<file path="src/hdl/ptlf_pkg.sv">
// ----------------------------------------------------------------------------
// ptlf_pkg
// Shared constants, register indexes and types for the paging table block.
// ----------------------------------------------------------------------------
package ptlf_pkg;

    localparam int PAGES      = 64;
    localparam int FRAMES     = 16;
    localparam int PAGE_W     = $clog2(PAGES);
    localparam int FRAME_W    = $clog2(FRAMES);
    localparam int FCNT_W     = $clog2(FRAMES + 1);
    localparam int PCNT_W     = $clog2(PAGES + 1);
    localparam int CFG_IDX_W  = 2;
    localparam int CFG_DATA_W = 7;

    localparam logic [CFG_IDX_W-1:0] REG_POLICY = 2'd0;
    localparam logic [CFG_IDX_W-1:0] REG_PAGES  = 2'd1;
    localparam logic [CFG_IDX_W-1:0] REG_FRAMES = 2'd2;

    localparam logic POL_LRU  = 1'b0;
    localparam logic POL_FIFO = 1'b1;

    typedef enum logic [1:0] {
        ST_UNUSED   = 2'd0,
        ST_RESIDENT = 2'd1,
        ST_DISK     = 2'd2
    } page_st_t;

    typedef struct packed {
        logic [PAGE_W-1:0] page_number;
        logic              is_write;
    } pt_req_t;

    typedef struct packed {
        logic [FRAME_W-1:0] frame;
        logic               hit;
        logic               evicted;
        logic [PAGE_W-1:0]  evicted_page;
        logic               write_back;
        logic               bad_page;
    } pt_rsp_t;

    // one page table entry, with list links for the residency order
    typedef struct packed {
        page_st_t           status;
        logic               dirty;
        logic [FRAME_W-1:0] frame;
        logic [PAGE_W-1:0]  prev;
        logic [PAGE_W-1:0]  next;
    } pte_t;

    typedef struct packed {
        logic status;
        logic dirty;
        logic frame;
        logic prev;
        logic next;
    } pte_mask_t;

    typedef struct packed {
        logic              rd_en;
        logic [PAGE_W-1:0] rd_addr;
        logic              wr_en;
        logic [PAGE_W-1:0] wr_addr;
        pte_mask_t         wr_mask;
        pte_t              wr_data;
    } mem_cmd_t;

    typedef struct packed {
        logic              policy;
        logic [PCNT_W-1:0] eff_pages;
        logic [FCNT_W-1:0] eff_frames;
    } cfg_t;

endpackage

</file>
<file path="src/hdl/page_table_lru_fifo_replacement.sv">
// ----------------------------------------------------------------------------
// page_table_lru_fifo_replacement
// Demand paging table with LRU or FIFO replacement over a linked residency list.
// ----------------------------------------------------------------------------
//
//  channel  dir  handshake              payload
//  req      in   req_valid/req_stall    ptlf_pkg::pt_req_t (page_number, is_write)
//  rsp      out  rsp_valid/rsp_stall    ptlf_pkg::pt_rsp_t (frame .. bad_page)
//  cfg      in   cfg_we                 cfg_index, cfg_wdata
//
//  a bad page, a FIFO hit or an LRU hit on the tail page ends after the lookup
//  read; a miss on a free frame writes the new entry, linked behind the tail
//  unless the list is empty; a full miss first reads the head page as victim
//  and marks it on disk (no tail link if it was the only resident page); an LRU
//  hit elsewhere relinks the page at the tail; the steps share the single memory port
//  reset clears status and dirty through per-page valid bits, no clearing pass
//  a finished response sits in the output register while the next request runs
//  req_stall is high while a request is in progress
//
module page_table_lru_fifo_replacement (
    input  logic                                clk,
    input  logic                                rst_n,
    input  logic                                req_valid,
    output logic                                req_stall,
    input  ptlf_pkg::pt_req_t                   req_data,
    output logic                                rsp_valid,
    input  logic                                rsp_stall,
    output ptlf_pkg::pt_rsp_t                   rsp_data,
    input  logic                                cfg_we,
    input  logic [ptlf_pkg::CFG_IDX_W-1:0]      cfg_index,
    input  logic [ptlf_pkg::CFG_DATA_W-1:0]     cfg_wdata
);

    // configuration registers
    logic                            policy_reg;
    logic [ptlf_pkg::PCNT_W-1:0]     pages_reg;
    logic [ptlf_pkg::FCNT_W-1:0]     frames_reg;
    ptlf_pkg::cfg_t                  cfg;

    // output register
    logic                            rsp_valid_reg;
    ptlf_pkg::pt_rsp_t               rsp_data_reg;

    logic                            out_free;
    logic                            done;
    ptlf_pkg::pt_rsp_t               result;
    ptlf_pkg::mem_cmd_t              cmd;
    ptlf_pkg::pte_t                  rd_data;

    always_ff @(posedge clk or negedge rst_n)
    begin
        if (!rst_n)
        begin
            policy_reg <= ptlf_pkg::POL_LRU;
            pages_reg  <= ptlf_pkg::PCNT_W'(ptlf_pkg::PAGES);
            frames_reg <= ptlf_pkg::FCNT_W'(ptlf_pkg::FRAMES);
        end
        else if (cfg_we)
        begin
            unique case (cfg_index)
                ptlf_pkg::REG_POLICY: policy_reg <= cfg_wdata[0];
                ptlf_pkg::REG_PAGES:  pages_reg  <= cfg_wdata[ptlf_pkg::PCNT_W-1:0];
                ptlf_pkg::REG_FRAMES: frames_reg <= cfg_wdata[ptlf_pkg::FCNT_W-1:0];
                default:              ;
            endcase
        end
    end

    // effective counts: pages clamp to the table size, frames to 1..FRAMES
    always_comb
    begin
        cfg.policy = policy_reg;
        if (pages_reg > ptlf_pkg::PCNT_W'(ptlf_pkg::PAGES))
            cfg.eff_pages = ptlf_pkg::PCNT_W'(ptlf_pkg::PAGES);
        else
            cfg.eff_pages = pages_reg;
        if (frames_reg == '0)
            cfg.eff_frames = ptlf_pkg::FCNT_W'(1);
        else if (frames_reg > ptlf_pkg::FCNT_W'(ptlf_pkg::FRAMES))
            cfg.eff_frames = ptlf_pkg::FCNT_W'(ptlf_pkg::FRAMES);
        else
            cfg.eff_frames = frames_reg;
    end

    // response slot frees when empty or being taken this cycle
    assign out_free = !rsp_valid_reg || !rsp_stall;

    always_ff @(posedge clk or negedge rst_n)
    begin
        if (!rst_n)
        begin
            rsp_valid_reg <= 1'b0;
        end
        else if (done && out_free)
        begin
            rsp_valid_reg <= 1'b1;
        end
        else if (!rsp_stall)
        begin
            rsp_valid_reg <= 1'b0;
        end
    end

    always_ff @(posedge clk)
    begin
        if (done && out_free)
        begin
            rsp_data_reg <= result;
        end
    end

    assign rsp_valid = rsp_valid_reg;
    assign rsp_data  = rsp_data_reg;

    ptlf_ctrl u_ctrl (
        .clk       (clk),
        .rst_n     (rst_n),
        .cfg       (cfg),
        .req_valid (req_valid),
        .req_stall (req_stall),
        .req_data  (req_data),
        .out_free  (out_free),
        .done      (done),
        .result    (result),
        .cmd       (cmd),
        .rd_data   (rd_data)
    );

    ptlf_pte_mem u_mem (
        .clk     (clk),
        .rst_n   (rst_n),
        .cmd     (cmd),
        .rd_data (rd_data)
    );

endmodule

</file>
<file path="src/hdl/ptlf_pte_mem.sv">
// ----------------------------------------------------------------------------
// ptlf_pte_mem
// Page table memory: field-masked write port, registered read port.
// ----------------------------------------------------------------------------
module ptlf_pte_mem (
    input  logic              clk,
    input  logic              rst_n,
    input  ptlf_pkg::mem_cmd_t cmd,
    output ptlf_pkg::pte_t     rd_data
);

    ptlf_pkg::pte_t                 pte_mem [ptlf_pkg::PAGES];
    logic [ptlf_pkg::PAGES-1:0]     valid_reg;
    ptlf_pkg::pte_t                 rd_data_reg;
    logic                           rd_valid_reg;

    always_ff @(posedge clk)
    begin
        if (cmd.wr_en)
        begin
            if (cmd.wr_mask.status) pte_mem[cmd.wr_addr].status <= cmd.wr_data.status;
            if (cmd.wr_mask.dirty)  pte_mem[cmd.wr_addr].dirty  <= cmd.wr_data.dirty;
            if (cmd.wr_mask.frame)  pte_mem[cmd.wr_addr].frame  <= cmd.wr_data.frame;
            if (cmd.wr_mask.prev)   pte_mem[cmd.wr_addr].prev   <= cmd.wr_data.prev;
            if (cmd.wr_mask.next)   pte_mem[cmd.wr_addr].next   <= cmd.wr_data.next;
        end
        if (cmd.rd_en)
        begin
            rd_data_reg <= pte_mem[cmd.rd_addr];
        end
    end

    // status is always written together with dirty, which marks the entry live
    always_ff @(posedge clk or negedge rst_n)
    begin
        if (!rst_n)
        begin
            valid_reg    <= '0;
            rd_valid_reg <= 1'b0;
        end
        else
        begin
            if (cmd.wr_en && cmd.wr_mask.status)
            begin
                valid_reg[cmd.wr_addr] <= 1'b1;
            end
            if (cmd.rd_en)
            begin
                rd_valid_reg <= valid_reg[cmd.rd_addr];
            end
        end
    end

    always_comb
    begin
        rd_data = rd_data_reg;
        if (!rd_valid_reg)
        begin
            rd_data.status = ptlf_pkg::ST_UNUSED;
            rd_data.dirty  = 1'b0;
        end
    end

endmodule

</file>
<file path="src/hdl/ptlf_ctrl.sv">
// ----------------------------------------------------------------------------
// ptlf_ctrl
// Access sequencer: lookup, victim read and linked-list updates.
// ----------------------------------------------------------------------------
module ptlf_ctrl (
    input  logic                clk,
    input  logic                rst_n,
    input  ptlf_pkg::cfg_t      cfg,
    input  logic                req_valid,
    output logic                req_stall,
    input  ptlf_pkg::pt_req_t   req_data,
    input  logic                out_free,
    output logic                done,
    output ptlf_pkg::pt_rsp_t   result,
    output ptlf_pkg::mem_cmd_t  cmd,
    input  ptlf_pkg::pte_t      rd_data
);

    typedef enum logic [8:0] {
        S_IDLE = 9'b000000001,
        S_LOOK = 9'b000000010,
        S_VICT = 9'b000000100,
        S_NEW  = 9'b000001000,
        S_A    = 9'b000010000,
        S_B    = 9'b000100000,
        S_C    = 9'b001000000,
        S_TAIL = 9'b010000000,
        S_DONE = 9'b100000000
    } state_t;

    state_t                            state_reg, state_next;
    logic [ptlf_pkg::PAGE_W-1:0]       page_reg, page_next;
    logic                              wr_reg, wr_next;
    logic                              bad_reg, bad_next;
    ptlf_pkg::pt_rsp_t                 res_reg, res_next;
    logic [ptlf_pkg::PAGE_W-1:0]       head_reg, head_next;
    logic [ptlf_pkg::PAGE_W-1:0]       tail_reg, tail_next;
    logic [ptlf_pkg::FCNT_W-1:0]       nf_reg, nf_next;
    logic [ptlf_pkg::PAGE_W-1:0]       prev_reg, prev_next;
    logic [ptlf_pkg::PAGE_W-1:0]       nxt_reg, nxt_next;
    logic                              empty_reg, empty_next;
    logic                              accept;

    assign req_stall = (state_reg != S_IDLE);
    assign accept    = req_valid && !req_stall;
    assign done      = (state_reg == S_DONE);
    assign result    = res_reg;

    always_ff @(posedge clk or negedge rst_n)
    begin
        if (!rst_n)
        begin
            state_reg <= S_IDLE;
            head_reg  <= '0;
            tail_reg  <= '0;
            nf_reg    <= '0;
        end
        else
        begin
            state_reg <= state_next;
            head_reg  <= head_next;
            tail_reg  <= tail_next;
            nf_reg    <= nf_next;
        end
    end

    always_ff @(posedge clk)
    begin
        page_reg  <= page_next;
        wr_reg    <= wr_next;
        bad_reg   <= bad_next;
        res_reg   <= res_next;
        prev_reg  <= prev_next;
        nxt_reg   <= nxt_next;
        empty_reg <= empty_next;
    end

    always_comb
    begin
        state_next = state_reg;
        page_next  = page_reg;
        wr_next    = wr_reg;
        bad_next   = bad_reg;
        res_next   = res_reg;
        head_next  = head_reg;
        tail_next  = tail_reg;
        nf_next    = nf_reg;
        prev_next  = prev_reg;
        nxt_next   = nxt_reg;
        empty_next = empty_reg;
        cmd        = '0;

        unique case (state_reg)
            S_IDLE:
            begin
                if (accept)
                begin
                    page_next   = req_data.page_number;
                    wr_next     = req_data.is_write;
                    bad_next    = ({1'b0, req_data.page_number} >= cfg.eff_pages);
                    res_next    = '0;
                    cmd.rd_en   = 1'b1;
                    cmd.rd_addr = req_data.page_number;
                    state_next  = S_LOOK;
                end
            end
            S_LOOK:
            begin
                if (bad_reg)
                begin
                    res_next.bad_page = 1'b1;
                    state_next        = S_DONE;
                end
                else if (rd_data.status == ptlf_pkg::ST_RESIDENT)
                begin
                    res_next.hit   = 1'b1;
                    res_next.frame = rd_data.frame;
                    prev_next      = rd_data.prev;
                    nxt_next       = rd_data.next;
                    if (cfg.policy == ptlf_pkg::POL_LRU && page_reg != tail_reg)
                    begin
                        state_next = S_A;
                    end
                    else
                    begin
                        cmd.wr_en         = wr_reg;
                        cmd.wr_addr       = page_reg;
                        cmd.wr_mask.dirty = 1'b1;
                        cmd.wr_data.dirty = 1'b1;
                        state_next        = S_DONE;
                    end
                end
                else if (nf_reg < cfg.eff_frames)
                begin
                    res_next.frame = nf_reg[ptlf_pkg::FRAME_W-1:0];
                    nf_next        = nf_reg + 1'b1;
                    empty_next     = (nf_reg == '0);
                    state_next     = S_NEW;
                end
                else
                begin
                    cmd.rd_en   = 1'b1;
                    cmd.rd_addr = head_reg;
                    state_next  = S_VICT;
                end
            end
            S_VICT:
            begin
                res_next.evicted      = 1'b1;
                res_next.evicted_page = head_reg;
                res_next.write_back   = rd_data.dirty;
                res_next.frame        = rd_data.frame;
                cmd.wr_en             = 1'b1;
                cmd.wr_addr           = head_reg;
                cmd.wr_mask.status    = 1'b1;
                cmd.wr_mask.dirty     = 1'b1;
                cmd.wr_data.status    = ptlf_pkg::ST_DISK;
                cmd.wr_data.dirty     = 1'b0;
                empty_next            = (head_reg == tail_reg);
                head_next             = rd_data.next;
                state_next            = S_NEW;
            end
            S_NEW:
            begin
                cmd.wr_en          = 1'b1;
                cmd.wr_addr        = page_reg;
                cmd.wr_mask.status = 1'b1;
                cmd.wr_mask.dirty  = 1'b1;
                cmd.wr_mask.frame  = 1'b1;
                cmd.wr_mask.prev   = 1'b1;
                cmd.wr_data.status = ptlf_pkg::ST_RESIDENT;
                cmd.wr_data.dirty  = wr_reg;
                cmd.wr_data.frame  = res_reg.frame;
                cmd.wr_data.prev   = tail_reg;
                if (empty_reg)
                begin
                    head_next  = page_reg;
                    tail_next  = page_reg;
                    state_next = S_DONE;
                end
                else
                begin
                    state_next = S_TAIL;
                end
            end
            S_A:
            begin
                if (page_reg == head_reg)
                begin
                    head_next = nxt_reg;
                end
                else
                begin
                    cmd.wr_en        = 1'b1;
                    cmd.wr_addr      = prev_reg;
                    cmd.wr_mask.next = 1'b1;
                    cmd.wr_data.next = nxt_reg;
                end
                state_next = S_B;
            end
            S_B:
            begin
                cmd.wr_en        = 1'b1;
                cmd.wr_addr      = nxt_reg;
                cmd.wr_mask.prev = 1'b1;
                cmd.wr_data.prev = prev_reg;
                state_next       = S_C;
            end
            S_C:
            begin
                cmd.wr_en         = 1'b1;
                cmd.wr_addr       = page_reg;
                cmd.wr_mask.prev  = 1'b1;
                cmd.wr_mask.dirty = wr_reg;
                cmd.wr_data.prev  = tail_reg;
                cmd.wr_data.dirty = 1'b1;
                state_next        = S_TAIL;
            end
            S_TAIL:
            begin
                cmd.wr_en        = 1'b1;
                cmd.wr_addr      = tail_reg;
                cmd.wr_mask.next = 1'b1;
                cmd.wr_data.next = page_reg;
                tail_next        = page_reg;
                state_next       = S_DONE;
            end
            S_DONE:
            begin
                if (out_free)
                begin
                    state_next = S_IDLE;
                end
            end
            default:
            begin
                state_next = S_IDLE;
            end
        endcase
    end

    a_nf_bound: assert property (@(posedge clk) disable iff (!rst_n)
        nf_reg <= ptlf_pkg::FCNT_W'(ptlf_pkg::FRAMES))
        else $error("free frame count past frame total");

    a_bad_clean: assert property (@(posedge clk) disable iff (!rst_n)
        (state_reg == S_DONE && res_reg.bad_page) |->
        (res_reg.frame == '0 && !res_reg.hit && !res_reg.evicted))
        else $error("bad page result carries other flags");

    a_hit_no_evict: assert property (@(posedge clk) disable iff (!rst_n)
        (state_reg == S_DONE) |-> !(res_reg.hit && res_reg.evicted))
        else $error("hit and eviction on one request");

    a_accept_look: assert property (@(posedge clk) disable iff (!rst_n)
        accept |=> (state_reg == S_LOOK))
        else $error("accepted request not looked up");

endmodule

</file>
<file path="config.mk">
export PLATFORM = sky130hd
export DESIGN_NAME = page_table_lru_fifo_replacement
export DESIGN_NICKNAME = d
export VERILOG_FILES = /design/src/hdl/ptlf_pkg.sv /design/src/hdl/page_table_lru_fifo_replacement.sv /design/src/hdl/ptlf_pte_mem.sv /design/src/hdl/ptlf_ctrl.sv
export SDC_FILE = /design/constraint.sdc
export NUM_CORES = 2
export LEC_CHECK = 0
export ABC_AREA = 0
export BUFFER_PORTS_ARGS = -buffer_cell sky130_fd_sc_hd__buf_4
export CAP_MARGIN = 15
export CORE_UTILIZATION = 35
export CTS_BUF_LIST = sky130_fd_sc_hd__clkbuf_4 sky130_fd_sc_hd__clkbuf_8
export CTS_CLUSTER_SIZE = 16
export DETAILED_ROUTE_END_ITERATION = 8
export HOLD_SLACK_MARGIN = 0.08
export PLACE_DENSITY = 0.54
export SLEW_MARGIN = 30
export SYNTH_ARGS = -nofsm -noshare
export SYNTH_HDL_FRONTEND = slang
export SYNTH_SLANG_ARGS = --single-unit
</file>
<file path="constraint.sdc">
create_clock -name clk -period 5.3 [get_ports clk]
set_input_delay 1.06 -clock clk [delete_from_list [all_inputs] [get_ports clk]]
set_output_delay 1.06 -clock clk [all_outputs]
set_load 0.05 [all_outputs]
</file>
==> results.toml <==
[clock_network]
cts_resized = 0
clockRootBuffer = "clkbuf_8"
hold_buffers = 0
cts_buffers = 220
cts.sinks = 1389
clk_pin_slew_worst_paths_ns = 0.07
htreeDepth = 4
postCtsSetupBuffers = 0
tritoncts = "yes"
clock_latency_ns = 0.96
clockBufferDepth = 3

[global_routing]
antenna_found_initial = 8
grt_pass1_wl_microns = 261000
grt_pass1_vias = 37580
grt.total_usage_pct = 21.0
globalRouteOverflowTotal = 0
grt_max_degree = 104

[placed_design]
gp_congestion = 0.925
dpl_cell_area_sq_um = 62100
numPortBuffers = 36
place_hpwl_microns = 113000

[synth]
yosys.area.top_type_share_pct = 66.3
synth_edf_count = 1284
synthArstFlopShare_pct = 7.56
synth_nets = 4711
syn_avg_cell_area_sq_um = 12.4
syn_inst = 4678
synth_area_leaders = "edfxtp_1 66%, nand2_1 6.8%, dfrtp_1 4.4%, nand3_1 3.9%, nor2_1 2.3%"
syn_area_sq_um = 58200
synth-main-ff-cell = "edfxtp_1"
yosysUniqueCellTypes = 71
synth_seq_area_share_pct = 70.8
synth_common_cells = "1,284 x edfxtp_1, 1,052 x nand2_1, 448 x nand3_1"
synth_top_area_cell = "edfxtp_1"
synth_seq_cells = 1389
yosysWarnings = 0
post-synth-top-count-cell = "edfxtp_1"

[layout]
nFillCells = 15601
final_core_util_pct = 40.3
layout.nets = 4866
syn2layout_area_growth_pct = 14.3
design_area_sq_um = 66500
largest_reg_flops = 1216
drive_gt1_share_pct = 14.8

[sta]
maxClockFrequency_mhz = 205
fin_setup_tns_ns = 0
finClkSkew_ns = 0.0420
timing.final.crit_period_ns = 4.88
tightest_slew_ns = 1.05
finalCritPeriodShare_pct = 92.1
hold_viol = 0
slew_headroom_pct = 30.3
whs_ns = 0.125
slew_viol_final = 0
setup_viol = 0
rsz0062_at_grt = "no"

[routing]
drt-vias-per-instance = 5.40
drt_iter0_markers = 4111
drc_errors = 0
wl_microns = 179000
wl_per_cell_microns = 24.8
dr_total_vias = 38941
first_pass_iters = 6
drtAntennaViolNets = 0

[setup_path]
path_delay_family = "compound AO/OA/AOI/OAI gates"
critPathLaunchType = "register"
worst_path_largest_cell_delay_ns = 0.75
cp-end-kind = "register"
crit_path_cell_trace = "inv_1, ha_1, a21oi_1, nand2_1, a41o_1, a32oi_4, buf_12, buf_4, o211ai_1, o211ai_1, a21oi_1, a21oi_1, or3b_1, or4_1"
required_ns = 5.99
crit_top_cell = "a21oi_1"
path_max_fanout = 38
reg2reg_slack_ns = 0.42
path_buf_inv = 3
critical_path_class = "reg -> reg"
cp.arrival_ns = 5.57
slowest_stage = "a32oi_4"

[floorplan]
die_x_microns = 410
initial_core_util_pct = 35.2
core_sq_um = 165000
num_io_pins = 37
dieArea_sq_um = 168000
num_rows = 149
die_h_microns = 410

[job]
max-cap-violations = 0

[pwr]
ir_worst_vdd_mv = 0.250
p_leak_nw = 23.0
powerDensity_nw_per_um2 = 406
power_mw = 27.0

[status]
status = "finished, final reports clean"

[min_path]
hp-class = "in -> async"
## worst paths after layout
path | startpoint | to | cells after the start
setup / recovery | frames_reg[4] | u_mem.rd_data[14] | 14
hold / removal | rst_n | pages_reg[2] | 1
setup reg to reg | frames_reg[4] | u_mem.rd_data[14] | 14
hold reg to reg | u_ctrl.result[0] | rsp_data[0] | 0
max in group asynchronous | rst_n | u_mem.valid_reg[0] | 2
min in group clk | req_data[0] | u_ctrl.wr_reg | 1
## cell type report
type / count / area [sq um] / share of cell area [%]
antenna: 2 / 5.00 / 0.00753
multi-input combinational: 2900 / 15600 / 23.4
tap: 2189 / 2740 / 4.12
clock buffer: 289 / 3620 / 5.45
inverter: 73 / 277 / 0.416
sequential: 1389 / 41200 / 62.0
timing repair buffer: 249 / 2310 / 3.48
clock inverter: 118 / 759 / 1.14
## logic make-up after synthesis
group / Yosys count / synth area share, %
compound gates: 633 / 7.36
fa+ha+maj: 12 / 0.258
xor+xnor: 23 / 0.346
simple gates: 2085 / 15.6
mux: 147 / 2.74
buf+inv: 389 / 2.88
flops: 1389 / 70.8
## cells in the final DEF, fill, tap and decap left out, types with 20 or more instances in the layout
master    count
edfxtp_1   1284
nand3_1     447
clkbuf_8    232
mux2_2       96
o21bai_1     64
and3_1      131
clkinv_2     32
a21oi_1     166
a31oi_1      68
clkbuf_4     57
inv_1        67
nor2_1      355
nand2_1    1051
buf_4       213
o211ai_1    169
clkinv_1     67
o21ai_0      20
dfrtp_1     102
buf_12       35
o22ai_1      22
mux2i_1      51
## worst register-to-register path: stages (launching register included)
cell and delay (ns):
dfstp_2 0.54, inv_1 0.07, ha_1 0.38, a21oi_1 0.19, nand2_1 0.15, a41o_1 0.33
a32oi_4 0.76, buf_12 0.30, buf_4 0.22, o211ai_1 0.10, o211ai_1 0.12, a21oi_1 0.11
a21oi_1 0.21, or3b_1 0.58, or4_1 0.57
## routing by layer
metal,GRT usage (%),vias up,wire [microns]
met3,4.49,311,14400
li1,-,17394,-
met2,32.0,1624,81400
met4,7.17,2,5530
met5,0,-,13
met1,29.5,19610,77700
## metrics by stage
stage,worst slack [ns],instances
2_1_floorplan,1.35,4678
3_3_place_gp,0.452,6800
3_5_place_dp,0.481,6800
4_1_cts,0.453,7207
5_1_grt,0.222,7208
6_report,0.419,7209
## power breakdown
part           leakage, nW  switching [mW]  internal, mW
clock                 2.31            4.39          4.84
sequential            12.7           0.283          12.2
combinational         8.08            3.63          1.70
Note: power is estimated with default switching activity, not from simulation.
